`config.mk`:
```
export PLATFORM = sky130hd
export DESIGN_NAME = session_table_with_expiry_core_flat
export DESIGN_NICKNAME = d
export VERILOG_FILES = /design/src/sv/ste_pkg.sv /design/src/sv/ste_if.sv /design/src/sv/ste_ram.sv /design/src/sv/ste_datapath.sv /design/src/sv/ste_ctrl.sv /design/src/sv/session_table_with_expiry_core.sv /design/src/flat_wrapper.sv
export SDC_FILE = /design/constraint.sdc
export NUM_CORES = 2
export LEC_CHECK = 0
export ABC_CLOCK_PERIOD_IN_PS = 29200
export BUFFER_PORTS_ARGS = -buffer_cell sky130_fd_sc_hd__buf_2
export CAP_MARGIN = 10
export CORE_ASPECT_RATIO = 0.75
export CORE_MARGIN = 5
export CORE_UTILIZATION = 65
export DETAILED_ROUTE_END_ITERATION = 8
export PLACE_DENSITY = 0.83
export SYNTH_ARGS = -nofsm -noshare
export SYNTH_HDL_FRONTEND = slang
export SYNTH_HIERARCHICAL = 1
export SYNTH_SLANG_ARGS = --single-unit
```
`constraint.sdc`:
```
create_clock -name clk_i -period 29.2 [get_ports clk_i]
set_input_delay 2.92 -clock clk_i [delete_from_list [all_inputs] [get_ports clk_i]]
set_output_delay 2.92 -clock clk_i [all_outputs]
set_load 0.01 [all_outputs]
```
`src/sv/ste_pkg.sv`:
```
`default_nettype none

package ste_pkg;

  // Default table size
  localparam int unsigned SLOTS_DEF = 8;

  // Raw times below this count as unknown
  localparam logic [31:0] TIME_VALID_MIN = 32'd1700000000;
  localparam logic [16:0] DAY_SECONDS    = 17'd86400;

  // Session length register
  localparam logic [8:0] DAYS_RESET = 9'd30;
  localparam logic [8:0] DAYS_MIN   = 9'd1;
  localparam logic [8:0] DAYS_MAX   = 9'd365;

  // Operation codes; 5 to 7 are no-ops
  typedef enum logic [2:0] {
    OP_CREATE     = 3'd0,
    OP_FIND       = 3'd1,
    OP_REVOKE     = 3'd2,
    OP_REVOKE_ALL = 3'd3,
    OP_READ       = 3'd4
  } op_e;

  // Controller to datapath
  typedef struct packed {
    logic load;       // capture input transfer
    logic dispatch;   // apply revoke operations
    logic issue;      // read entry at scan pointer, advance
    logic rd_idx;     // read entry at requested slot
    logic write_new;  // write the new session entry
    logic finish;     // load the result register
  } ste_cmd_t;

  // Datapath to controller
  typedef struct packed {
    logic [2:0] op;
    logic       scan_last;
    logic       out_free;
  } ste_sts_t;

endpackage

`default_nettype wire

```
`src/sv/ste_if.sv`:
```
`default_nettype none

// Request channel
interface ste_in_if;
  logic        valid;
  logic        ready;
  logic [2:0]  operation;
  logic [63:0] digest_word_0;
  logic [63:0] digest_word_1;
  logic [63:0] digest_word_2;
  logic [63:0] digest_word_3;
  logic [2:0]  slot_index;
  logic [31:0] time_now;

  modport source (
    output valid, operation, digest_word_0, digest_word_1, digest_word_2,
           digest_word_3, slot_index, time_now,
    input  ready
  );
  modport sink (
    input  valid, operation, digest_word_0, digest_word_1, digest_word_2,
           digest_word_3, slot_index, time_now,
    output ready
  );
endinterface

// Response channel
interface ste_out_if;
  logic        valid;
  logic        ready;
  logic        found;
  logic [2:0]  slot;
  logic        entry_valid;
  logic [31:0] entry_created;
  logic [31:0] entry_expires;
  logic [3:0]  active_count;

  modport source (
    output valid, found, slot, entry_valid, entry_created, entry_expires,
           active_count,
    input  ready
  );
  modport sink (
    input  valid, found, slot, entry_valid, entry_created, entry_expires,
           active_count,
    output ready
  );
endinterface

`default_nettype wire

```
`src/sv/ste_ram.sv`:
```
`default_nettype none

module ste_ram #(
  parameter int unsigned WIDTH = 32,
  parameter int unsigned DEPTH = 8,
  localparam int unsigned AW = (DEPTH > 1) ? $clog2(DEPTH) : 1
) (
  input  wire logic                    clk_i,
  input  wire logic                    we_i,
  input  wire logic [AW-1:0]           waddr_i,
  input  wire logic [WIDTH-1:0]        wdata_i,
  input  wire logic                    re_i,
  input  wire logic [AW-1:0]           raddr_i,
  output logic      [WIDTH-1:0]        rdata_o
);

  logic [WIDTH-1:0] mem [DEPTH];
  logic [WIDTH-1:0] rdata_q;

  // One write port, one registered read port; read data holds when idle
  always_ff @(posedge clk_i) begin
    if (we_i) begin
      mem[waddr_i] <= wdata_i;
    end
    if (re_i) begin
      rdata_q <= mem[raddr_i];
    end
  end

  assign rdata_o = rdata_q;

endmodule

`default_nettype wire

```
`src/sv/ste_datapath.sv`:
```
`default_nettype none

module ste_datapath import ste_pkg::*; #(
  parameter int unsigned SLOTS = SLOTS_DEF
) (
  input  wire logic        clk_i,
  input  wire logic        rst_ni,
  input  wire logic        cfg_we_i,
  input  wire logic [8:0]  cfg_wdata_i,
  input  wire ste_cmd_t    cmd_i,
  output ste_sts_t         sts_o,
  input  wire logic [2:0]  operation_i,
  input  wire logic [63:0] digest_word_0_i,
  input  wire logic [63:0] digest_word_1_i,
  input  wire logic [63:0] digest_word_2_i,
  input  wire logic [63:0] digest_word_3_i,
  input  wire logic [2:0]  slot_index_i,
  input  wire logic [31:0] time_now_i,
  input  wire logic        out_ready_i,
  output logic             out_valid_o,
  output logic             found_o,
  output logic [2:0]       slot_o,
  output logic             entry_valid_o,
  output logic [31:0]      entry_created_o,
  output logic [31:0]      entry_expires_o,
  output logic [3:0]       active_count_o
);

  localparam int unsigned SW = (SLOTS > 1) ? $clog2(SLOTS) : 1;
  localparam int unsigned CW = $clog2(SLOTS + 1);
  localparam logic [SW-1:0] LAST_SLOT = SW'(SLOTS - 1);

  // Session length register
  logic [8:0]  days_q;
  logic [8:0]  days_lim;

  // Captured request
  logic [2:0]   op_q;
  logic [255:0] dig_q;
  logic [2:0]   idx_q;
  logic [31:0]  now_q;
  logic [25:0]  span_q;
  logic [31:0]  now_d;
  logic [25:0]  span_d;

  // Slot-index handling
  logic [SW+2:0] idx_ext;
  logic          idx_ok;
  logic [SW-1:0] idx_a;

  // Scan and evaluation
  logic [SW-1:0] scan_q;
  logic          eval_v_q;
  logic [SW-1:0] eval_idx_q;
  logic          got_q;
  logic [SW-1:0] free_q;
  logic [SW-1:0] old_q;
  logic [31:0]   min_q;
  logic          hit_q;
  logic          res_found_q;
  logic [SW-1:0] res_slot_q;
  logic [SW-1:0] sel_slot;
  logic [SW+2:0] slot_ext;

  // Table state
  logic [SLOTS-1:0] live_q, live_d;
  logic [CW-1:0]    cnt_q, cnt_d;
  logic [CW+3:0]    cnt_ext;

  // Memory ports
  logic          rd_en;
  logic [SW-1:0] rd_addr;
  logic [255:0]  dig_rdata;
  logic [63:0]   tim_rdata;
  logic [31:0]   exp_new;
  logic [31:0]   cr_t, ex_t;
  logic          live_e, expd, match;

  // Result register
  logic        out_valid_q;
  logic        found_q;
  logic [2:0]  slot_q;
  logic        ev_q;
  logic [31:0] ec_q;
  logic [31:0] ee_q;
  logic [3:0]  ac_q;

  // Clamp the configured days into range
  always_comb begin
    if (days_q < DAYS_MIN) begin
      days_lim = DAYS_MIN;
    end else if (days_q > DAYS_MAX) begin
      days_lim = DAYS_MAX;
    end else begin
      days_lim = days_q;
    end
  end

  assign now_d  = (time_now_i >= TIME_VALID_MIN) ? time_now_i : '0;
  assign span_d = 26'(days_lim) * 26'(DAY_SECONDS);

  assign idx_ext = {{SW{1'b0}}, idx_q};
  assign idx_ok  = idx_ext < (SW + 3)'(SLOTS);
  assign idx_a   = idx_ext[SW-1:0];

  // Entry fields returned from the scan
  assign cr_t   = tim_rdata[63:32];
  assign ex_t   = tim_rdata[31:0];
  assign live_e = live_q[eval_idx_q];
  assign expd   = (now_q != '0) && (ex_t != '0) && (now_q > ex_t);
  assign match  = (dig_rdata == dig_q);

  assign sel_slot = got_q ? free_q : old_q;
  assign exp_new  = (now_q != '0) ? (now_q + 32'(span_q)) : '0;

  assign rd_en   = cmd_i.issue | (cmd_i.rd_idx & idx_ok);
  assign rd_addr = cmd_i.issue ? scan_q : idx_a;

  ste_ram #(.WIDTH(256), .DEPTH(SLOTS)) u_dig_ram (
    .clk_i   (clk_i),
    .we_i    (cmd_i.write_new),
    .waddr_i (sel_slot),
    .wdata_i (dig_q),
    .re_i    (rd_en),
    .raddr_i (rd_addr),
    .rdata_o (dig_rdata)
  );

  ste_ram #(.WIDTH(64), .DEPTH(SLOTS)) u_tim_ram (
    .clk_i   (clk_i),
    .we_i    (cmd_i.write_new),
    .waddr_i (sel_slot),
    .wdata_i ({now_q, exp_new}),
    .re_i    (rd_en),
    .raddr_i (rd_addr),
    .rdata_o (tim_rdata)
  );

  // Valid marks and live count; at most one kind of update per cycle
  always_comb begin
    live_d = live_q;
    cnt_d  = cnt_q;
    if (eval_v_q && live_e && expd) begin
      if (op_q == OP_CREATE || (op_q == OP_FIND && !hit_q && match)) begin
        live_d[eval_idx_q] = 1'b0;
        cnt_d              = cnt_d - 1'b1;
      end
    end
    if (cmd_i.write_new) begin
      if (!live_q[sel_slot]) begin
        cnt_d = cnt_d + 1'b1;
      end
      live_d[sel_slot] = 1'b1;
    end
    if (cmd_i.dispatch) begin
      case (op_q)
        OP_REVOKE: begin
          if (idx_ok && live_q[idx_a]) begin
            live_d[idx_a] = 1'b0;
            cnt_d         = cnt_d - 1'b1;
          end
        end
        OP_REVOKE_ALL: begin
          live_d = '0;
          cnt_d  = '0;
        end
        default: begin
        end
      endcase
    end
  end

  // Control state
  always_ff @(posedge clk_i or negedge rst_ni) begin
    if (!rst_ni) begin
      days_q      <= DAYS_RESET;
      live_q      <= '0;
      cnt_q       <= '0;
      scan_q      <= '0;
      eval_v_q    <= 1'b0;
      got_q       <= 1'b0;
      hit_q       <= 1'b0;
      res_found_q <= 1'b0;
      out_valid_q <= 1'b0;
    end else begin
      if (cfg_we_i) begin
        days_q <= cfg_wdata_i;
      end
      live_q   <= live_d;
      cnt_q    <= cnt_d;
      eval_v_q <= cmd_i.issue;
      if (cmd_i.load) begin
        scan_q      <= '0;
        got_q       <= 1'b0;
        hit_q       <= 1'b0;
        res_found_q <= 1'b0;
      end
      if (cmd_i.issue) begin
        scan_q <= scan_q + 1'b1;
      end
      // first free slot after purge
      if (eval_v_q && op_q == OP_CREATE && !got_q && (!live_e || expd)) begin
        got_q <= 1'b1;
      end
      // first live digest match ends the search
      if (eval_v_q && op_q == OP_FIND && !hit_q && live_e && match) begin
        hit_q <= 1'b1;
        if (!expd) begin
          res_found_q <= 1'b1;
        end
      end
      if (cmd_i.write_new) begin
        res_found_q <= 1'b1;
      end
      if (cmd_i.finish) begin
        out_valid_q <= 1'b1;
      end else if (out_ready_i) begin
        out_valid_q <= 1'b0;
      end
    end
  end

  // Payload registers
  always_ff @(posedge clk_i) begin
    if (cmd_i.load) begin
      op_q   <= operation_i;
      dig_q  <= {digest_word_3_i, digest_word_2_i, digest_word_1_i, digest_word_0_i};
      idx_q  <= slot_index_i;
      now_q  <= now_d;
      span_q <= span_d;
    end
    if (cmd_i.issue) begin
      eval_idx_q <= scan_q;
    end
    // oldest entry, lowest index on a tie
    if (eval_v_q && op_q == OP_CREATE) begin
      if (!got_q && (!live_e || expd)) begin
        free_q <= eval_idx_q;
      end
      if (eval_idx_q == '0 || cr_t < min_q) begin
        min_q <= cr_t;
        old_q <= eval_idx_q;
      end
    end
    if (eval_v_q && op_q == OP_FIND && !hit_q && live_e && match && !expd) begin
      res_slot_q <= eval_idx_q;
    end
    if (cmd_i.write_new) begin
      res_slot_q <= sel_slot;
    end
    if (cmd_i.finish) begin
      found_q <= res_found_q;
      slot_q  <= res_found_q ? slot_ext[2:0] : 3'd0;
      ac_q    <= (cnt_ext > (CW + 4)'(15)) ? 4'hF : cnt_ext[3:0];
      if (op_q == OP_READ && idx_ok) begin
        ev_q <= live_q[idx_a];
        ec_q <= tim_rdata[63:32];
        ee_q <= tim_rdata[31:0];
      end else begin
        ev_q <= 1'b0;
        ec_q <= '0;
        ee_q <= '0;
      end
    end
  end

  assign slot_ext = {3'b000, res_slot_q};
  assign cnt_ext  = {4'b0000, cnt_q};

  assign sts_o.op        = op_q;
  assign sts_o.scan_last = (scan_q == LAST_SLOT);
  assign sts_o.out_free  = !out_valid_q || out_ready_i;

  assign out_valid_o     = out_valid_q;
  assign found_o         = found_q;
  assign slot_o          = slot_q;
  assign entry_valid_o   = ev_q;
  assign entry_created_o = ec_q;
  assign entry_expires_o = ee_q;
  assign active_count_o  = ac_q;

  a_cnt_range: assert property (@(posedge clk_i) disable iff (!rst_ni)
    cnt_q <= CW'(SLOTS))
    else $error("live count above table size");

  a_write_after_scan: assert property (@(posedge clk_i) disable iff (!rst_ni)
    cmd_i.write_new |-> !eval_v_q)
    else $error("new entry written while scan still evaluating");

  a_eval_op: assert property (@(posedge clk_i) disable iff (!rst_ni)
    eval_v_q |-> (op_q == OP_CREATE || op_q == OP_FIND))
    else $error("scan evaluation for an operation without scan");

endmodule

`default_nettype wire

```
`src/sv/ste_ctrl.sv`:
```
`default_nettype none

module ste_ctrl import ste_pkg::*; (
  input  wire logic     clk_i,
  input  wire logic     rst_ni,
  input  wire logic     in_valid_i,
  output logic          in_ready_o,
  input  wire ste_sts_t sts_i,
  output ste_cmd_t      cmd_o
);

  typedef enum logic [2:0] {
    S_IDLE,
    S_DISPATCH,
    S_SCAN,
    S_DRAIN,
    S_WRITE,
    S_READ,
    S_DONE
  } state_e;

  state_e state_q, state_d;

  // Next state and commands
  always_comb begin
    state_d = state_q;
    cmd_o   = '0;
    case (state_q)
      S_IDLE: begin
        if (in_valid_i) begin
          cmd_o.load = 1'b1;
          state_d    = S_DISPATCH;
        end
      end
      S_DISPATCH: begin
        cmd_o.dispatch = 1'b1;
        case (sts_i.op)
          OP_CREATE, OP_FIND: state_d = S_SCAN;
          OP_READ:            state_d = S_READ;
          default:            state_d = S_DONE;
        endcase
      end
      S_SCAN: begin
        cmd_o.issue = 1'b1;
        if (sts_i.scan_last) begin
          state_d = S_DRAIN;
        end
      end
      S_DRAIN: begin
        state_d = (sts_i.op == OP_CREATE) ? S_WRITE : S_DONE;
      end
      S_WRITE: begin
        cmd_o.write_new = 1'b1;
        state_d         = S_DONE;
      end
      S_READ: begin
        cmd_o.rd_idx = 1'b1;
        state_d      = S_DONE;
      end
      S_DONE: begin
        if (sts_i.out_free) begin
          cmd_o.finish = 1'b1;
          state_d      = S_IDLE;
        end
      end
      default: begin
        state_d = S_IDLE;
      end
    endcase
  end

  always_ff @(posedge clk_i or negedge rst_ni) begin
    if (!rst_ni) begin
      state_q <= S_IDLE;
    end else begin
      state_q <= state_d;
    end
  end

  assign in_ready_o = (state_q == S_IDLE);

  a_one_cmd: assert property (@(posedge clk_i) disable iff (!rst_ni)
    $onehot0(cmd_o))
    else $error("more than one datapath command at once");

  a_busy_after_accept: assert property (@(posedge clk_i) disable iff (!rst_ni)
    (in_valid_i && in_ready_o) |=> !in_ready_o)
    else $error("request taken while previous one in work");

  a_finish_free: assert property (@(posedge clk_i) disable iff (!rst_ni)
    cmd_o.finish |-> sts_i.out_free)
    else $error("result register overwritten before transfer");

endmodule

`default_nettype wire

```
`src/sv/session_table_with_expiry_core.sv`:
```
// Session table with expiry: SLOTS entries of 256-bit digest, creation time,
// expiry time and valid mark. One request is in work at a time. Create and
// find scan the table one entry per cycle through the single read port of
// the entry memories. A finished result sits in an output register, and the
// next request is taken from the cycle after it is loaded, while it waits.
// session_days is written through cfg_we_i; the user must write it only
// while no request is in work, as the block itself does not enforce this.
// Values outside 1..365 are clamped.
`default_nettype none

module session_table_with_expiry_core import ste_pkg::*; #(
  parameter int unsigned SLOTS = SLOTS_DEF
) (
  input  wire logic       clk_i,
  input  wire logic       rst_ni,
  input  wire logic       cfg_we_i,
  input  wire logic [8:0] cfg_wdata_i,
  ste_in_if.sink          in_ch,
  ste_out_if.source       out_ch
);

  ste_cmd_t cmd;
  ste_sts_t sts;
  logic     in_ready;

  // Sequencer
  ste_ctrl u_ctrl (
    .clk_i      (clk_i),
    .rst_ni     (rst_ni),
    .in_valid_i (in_ch.valid),
    .in_ready_o (in_ready),
    .sts_i      (sts),
    .cmd_o      (cmd)
  );

  assign in_ch.ready = in_ready;

  // Table, scan logic and result register
  ste_datapath #(.SLOTS(SLOTS)) u_dp (
    .clk_i           (clk_i),
    .rst_ni          (rst_ni),
    .cfg_we_i        (cfg_we_i),
    .cfg_wdata_i     (cfg_wdata_i),
    .cmd_i           (cmd),
    .sts_o           (sts),
    .operation_i     (in_ch.operation),
    .digest_word_0_i (in_ch.digest_word_0),
    .digest_word_1_i (in_ch.digest_word_1),
    .digest_word_2_i (in_ch.digest_word_2),
    .digest_word_3_i (in_ch.digest_word_3),
    .slot_index_i    (in_ch.slot_index),
    .time_now_i      (in_ch.time_now),
    .out_ready_i     (out_ch.ready),
    .out_valid_o     (out_ch.valid),
    .found_o         (out_ch.found),
    .slot_o          (out_ch.slot),
    .entry_valid_o   (out_ch.entry_valid),
    .entry_created_o (out_ch.entry_created),
    .entry_expires_o (out_ch.entry_expires),
    .active_count_o  (out_ch.active_count)
  );

endmodule

`default_nettype wire
```
`src/flat_wrapper.sv`:
```
// flat-port wrapper written by rule: the top's interface ports become plain ports
module session_table_with_expiry_core_flat import ste_pkg::*;
#(
  parameter int unsigned SLOTS = SLOTS_DEF
)
  (clk_i, rst_ni, cfg_we_i, cfg_wdata_i, in_ch_valid, in_ch_operation, in_ch_digest_word_0, in_ch_digest_word_1, in_ch_digest_word_2, in_ch_digest_word_3, in_ch_slot_index, in_ch_time_now, in_ch_ready, out_ch_valid, out_ch_found, out_ch_slot, out_ch_entry_valid, out_ch_entry_created, out_ch_entry_expires, out_ch_active_count, out_ch_ready);
  ste_in_if in_ch_i ();
  ste_out_if out_ch_i ();
  input  wire logic clk_i;
  input  wire logic rst_ni;
  input  wire logic cfg_we_i;
  input  wire logic [8:0] cfg_wdata_i;
  input wire logic [$bits(in_ch_i.valid)-1:0] in_ch_valid;
  input wire logic [$bits(in_ch_i.operation)-1:0] in_ch_operation;
  input wire logic [$bits(in_ch_i.digest_word_0)-1:0] in_ch_digest_word_0;
  input wire logic [$bits(in_ch_i.digest_word_1)-1:0] in_ch_digest_word_1;
  input wire logic [$bits(in_ch_i.digest_word_2)-1:0] in_ch_digest_word_2;
  input wire logic [$bits(in_ch_i.digest_word_3)-1:0] in_ch_digest_word_3;
  input wire logic [$bits(in_ch_i.slot_index)-1:0] in_ch_slot_index;
  input wire logic [$bits(in_ch_i.time_now)-1:0] in_ch_time_now;
  output wire logic [$bits(in_ch_i.ready)-1:0] in_ch_ready;
  output wire logic [$bits(out_ch_i.valid)-1:0] out_ch_valid;
  output wire logic [$bits(out_ch_i.found)-1:0] out_ch_found;
  output wire logic [$bits(out_ch_i.slot)-1:0] out_ch_slot;
  output wire logic [$bits(out_ch_i.entry_valid)-1:0] out_ch_entry_valid;
  output wire logic [$bits(out_ch_i.entry_created)-1:0] out_ch_entry_created;
  output wire logic [$bits(out_ch_i.entry_expires)-1:0] out_ch_entry_expires;
  output wire logic [$bits(out_ch_i.active_count)-1:0] out_ch_active_count;
  input wire logic [$bits(out_ch_i.ready)-1:0] out_ch_ready;
  assign in_ch_i.valid = in_ch_valid;
  assign in_ch_i.operation = in_ch_operation;
  assign in_ch_i.digest_word_0 = in_ch_digest_word_0;
  assign in_ch_i.digest_word_1 = in_ch_digest_word_1;
  assign in_ch_i.digest_word_2 = in_ch_digest_word_2;
  assign in_ch_i.digest_word_3 = in_ch_digest_word_3;
  assign in_ch_i.slot_index = in_ch_slot_index;
  assign in_ch_i.time_now = in_ch_time_now;
  assign in_ch_ready = in_ch_i.ready;
  assign out_ch_valid = out_ch_i.valid;
  assign out_ch_found = out_ch_i.found;
  assign out_ch_slot = out_ch_i.slot;
  assign out_ch_entry_valid = out_ch_i.entry_valid;
  assign out_ch_entry_created = out_ch_i.entry_created;
  assign out_ch_entry_expires = out_ch_i.entry_expires;
  assign out_ch_active_count = out_ch_i.active_count;
  assign out_ch_i.ready = out_ch_ready;
  session_table_with_expiry_core #(.SLOTS(SLOTS)) u_core (.clk_i(clk_i), .rst_ni(rst_ni), .cfg_we_i(cfg_we_i), .cfg_wdata_i(cfg_wdata_i), .in_ch(in_ch_i), .out_ch(out_ch_i));
endmodule
```
==> results_dict.tcl <==
set metrics [dict create \
    dpl.hpwl_um 172000 \
    setup_viol 0 \
    placed_cells 8668 \
    clk_latency_ps 870 \
    fin_crit_ps 5950 \
    crit_path_start "in_ch_valid" \
    route.detailed.drc 0 \
    nets 6791 \
    ys_warn_count 6 \
    layout_common_cells "3310 x edfxtp_1, 643 x mux4_2, 384 x buf_2, 332 x mux2_2, 315 x clkbuf_16" \
    syn2layout_area_growth_pct 11.4 \
    r2r-end "u_core/u_dp/u_dig_ram/rdata_o[241]" \
    multi_input_area_um2 26900 \
    worst-setup-path-type "input pin to flop" \
    route.detailed.wl_per_inst_um 35.0 \
    ctsResizeCount 0 \
    track_usage 0.314 \
    ys_seq_area_frac 0.778 \
    cts_root_buffer "clkbuf_16" \
    arrival_ps 6400 \
    ys_types 71 \
    clockBufferDepth 4 \
    max_slew_margin 0.0941 \
    r2r-start "u_core/u_ctrl/state_q[1]" \
    routed_wl_um 323000 \
    placed_area_um2 134000 \
    synth_top_flop_cell "edfxtp_1" \
    die_w_um 524 \
    clock_sinks 3342 \
    endpoint "u_core/u_dp/dig_q[238]" \
    cts_setup_buffers 0 \
    synth_async_sr_flop_share 0.00958 \
    fin_crit_sh 0.204 \
    status "complete, no violations" \
    grt_pass1_vias 64600 \
    drive_gt1_frac 0.293 \
    cts_buffers 305 \
    final_common_cell "edfxtp_1" \
    hold_path.class "flop to flop" \
    netlist_instances 5765 \
    core-area_um2 197000 \
    clock_skew_ps 65.8 \
    drtIter0Drc 9497 \
    syn_nets 6225 \
    avgSynthCellArea_um2 22.3 \
    port_buffers 382 \
    hold_viol_final 0 \
    vdd_ir_drop_max_v 0.000118 \
    place.gp.congestion 0.904 \
    ant_nets 0 \
    final_area_um2 143000 \
    dr.pass1.iters 8 \
    maxCapViolCount 0 \
    die_h_um 395 \
    register_area_um2 100000 \
    power.total_mw 14.8 \
    r2r_setup_slack_ps 23320 \
    rsz0062_at_grt "no" \
    io_pins 383 \
    cts_tree "yes" \
    fill_cells 10000 \
    setup_tns_ps 0 \
    synth_edf_count 3310 \
    power.density_nw_per_um2 103 \
    dieArea_um2 207000 \
    cts-hold-fix-buffers 0 \
    grt_max_degree 148 \
    htreeDepth 5 \
    vias 63700 \
    leakage_nw 46.9 \
    slew_viol_final 0 \
    start_util 0.653 \
    via_per_inst 6.90 \
    rr_worst_depth 9 \
    end_kind "flop" \
    num_rows 141 \
    startpoint_type "input pin" \
    crit_path_max_fanout 61 \
    tightest_slew_ps 1350 \
    grt_overflow_total 0 \
    yosys_register_bits 3342 \
    clock.fmax_ghz 0.168 \
    mappedNetlistArea_um2 129000 \
    grt_pass1_wl_um 466000 \
    clk_pin_slew_worst_paths_ps 70 \
    required_ps 29650 \
    antenna_found_initial 30 \
    final_cells 9231 \
    utilization 0.728 \
]
==> state kept, by name, indices dropped and copies added, names as in the netlist, 4 cells and up <==
| signal | cells |
|---|---|
| u_core/u_dp/active_count_o | 4 |
| u_core/u_dp/cnt_q | 4 |
| u_core/u_dp/days_q | 9 |
| u_core/u_dp/dig_q | 256 |
| u_core/u_dp/entry_created_o | 32 |
| u_core/u_dp/entry_expires_o | 32 |
| u_core/u_dp/live_q | 8 |
| u_core/u_dp/min_q | 32 |
| u_core/u_dp/now_q | 32 |
| u_core/u_dp/span_q | 19 |
| u_core/u_dp/u_dig_ram/mem | 2048 |
| u_core/u_dp/u_dig_ram/rdata_o | 256 |
| u_core/u_dp/u_tim_ram/mem | 512 |
| u_core/u_dp/u_tim_ram/rdata_o | 64 |
==> worst min path at each step <==
stage | start | to | slack (ps) | cells after the start
CTS | u_core/u_dp/u_tim_ram/rdata_o[61] | u_core/u_dp/min_q[29] | 490 | 0
floorplan | u_core/u_dp/u_tim_ram/rdata_o[32] | u_core/u_dp/min_q[0] | 430 | 0
detailed placement | u_core/u_dp/u_tim_ram/rdata_o[61] | u_core/u_dp/min_q[29] | 470 | 0
global placement | u_core/u_dp/u_tim_ram/rdata_o[36] | u_core/u_dp/min_q[4] | 460 | 0
finish | u_core/u_dp/u_tim_ram/rdata_o[61] | u_core/u_dp/min_q[29] | 490 | 0
global route | u_core/u_dp/u_tim_ram/rdata_o[37] | u_core/u_dp/min_q[5] | 500 | 0
==> stage by stage <==
step	setup slack [ps]	hold WS [ps]
CTS	23170	490
global placement	22650	462
floorplan	9260	432
detailed placement	22570	474
global route	22680	499
finish	23250	490
==> layer usage <==
| layer | vias to the layer above | GRT usage | routed length, µm |
|---|---|---|---|
| met1 | 32800 | 0.452 | 114000 |
| met2 | 5226 | 0.482 | 155000 |
| li1 | 24900 | - | - |
| met5 | - | 0 | 41 |
| met3 | 770 | 0.0677 | 39800 |
| met4 | 6 | 0.125 | 14900 |
==> synth_stat cells (4+ instances only) <==
library cell | count | share of area
buf_1 | 51 | 0.0015
o211ai_1 | 4 | 0.00023
mux4_2 | 643 | 0.11
fa_1 | 14 | 0.0022
nor3_1 | 15 | 0.00058
edfxtp_1 | 3310 | 0.77
o21a_1 | 9 | 0.00052
clkbuf_1 | 81 | 0.0024
a221oi_1 | 8 | 0.00054
dfrtp_1 | 28 | 0.0054
nand2b_1 | 26 | 0.0013
xor2_1 | 113 | 0.0077
nand3_1 | 19 | 0.00074
inv_1 | 138 | 0.0040
nand4_1 | 61 | 0.0030
ha_1 | 138 | 0.013
and2_1 | 9 | 0.00044
xnor2_1 | 175 | 0.012
a21o_1 | 31 | 0.0018
a211o_1 | 5 | 0.00034
dfstp_2 | 4 | 0.00082
a31o_2 | 4 | 0.00027
nand2_1 | 50 | 0.0015
or4_1 | 4 | 0.00023
buf_4 | 6 | 0.00035
o31ai_1 | 5 | 0.00029
nor2b_1 | 41 | 0.0020
mux2i_1 | 10 | 0.00078
o21ai_0 | 27 | 0.0010
a21oi_1 | 50 | 0.0019
buf_2 | 13 | 0.00051
o21bai_1 | 5 | 0.00029
buf_6 | 67 | 0.0059
a31oi_1 | 6 | 0.00029
or3_1 | 5 | 0.00024
and3_1 | 71 | 0.0034
mux2_2 | 334 | 0.029
nor4_1 | 54 | 0.0026
nor3b_1 | 5 | 0.00029
nor2_1 | 73 | 0.0021
a211oi_1 | 6 | 0.00035
==> critical path, stage by stage <==
cell and delay, ps:
buf_2 90, and2_4 670, buf_4 710, buf_4 820
buf_4 890
==> layout make-up <==
class | instances | area share
Sequential cell | 3342 | 0.699
Inverter | 138 | 0.00361
Clock buffer | 379 | 0.0568
Antenna cell | 17 | 0.000297
Multi-Input combinational cell | 2067 | 0.188
Clock inverter | 166 | 0.0108
Tap cell | 2645 | 0.0231
Timing Repair Buffer | 477 | 0.0193
==> power by group <==
group	internal [mW]	leakage (nW)	total (mW)	switching [mW]
combinational	2.01	11.6	4.32	2.31
sequential	6.12	30.6	6.52	0.399
clock	2.22	4.73	3.99	1.77
total	10.3	46.9	14.8	4.48
==> cell families after synthesis <==
kind of cell / share of synthesized area
AO/OA/AOI/OAI: 0.00981
flip-flops: 0.778
XOR/XNOR: 0.0196
multiplexers: 0.143
AND/OR/NAND/NOR: 0.0197
adder cells (fa/ha/maj): 0.0156
buffers and inverters: 0.0146
(Power assumes the default switching activity.)
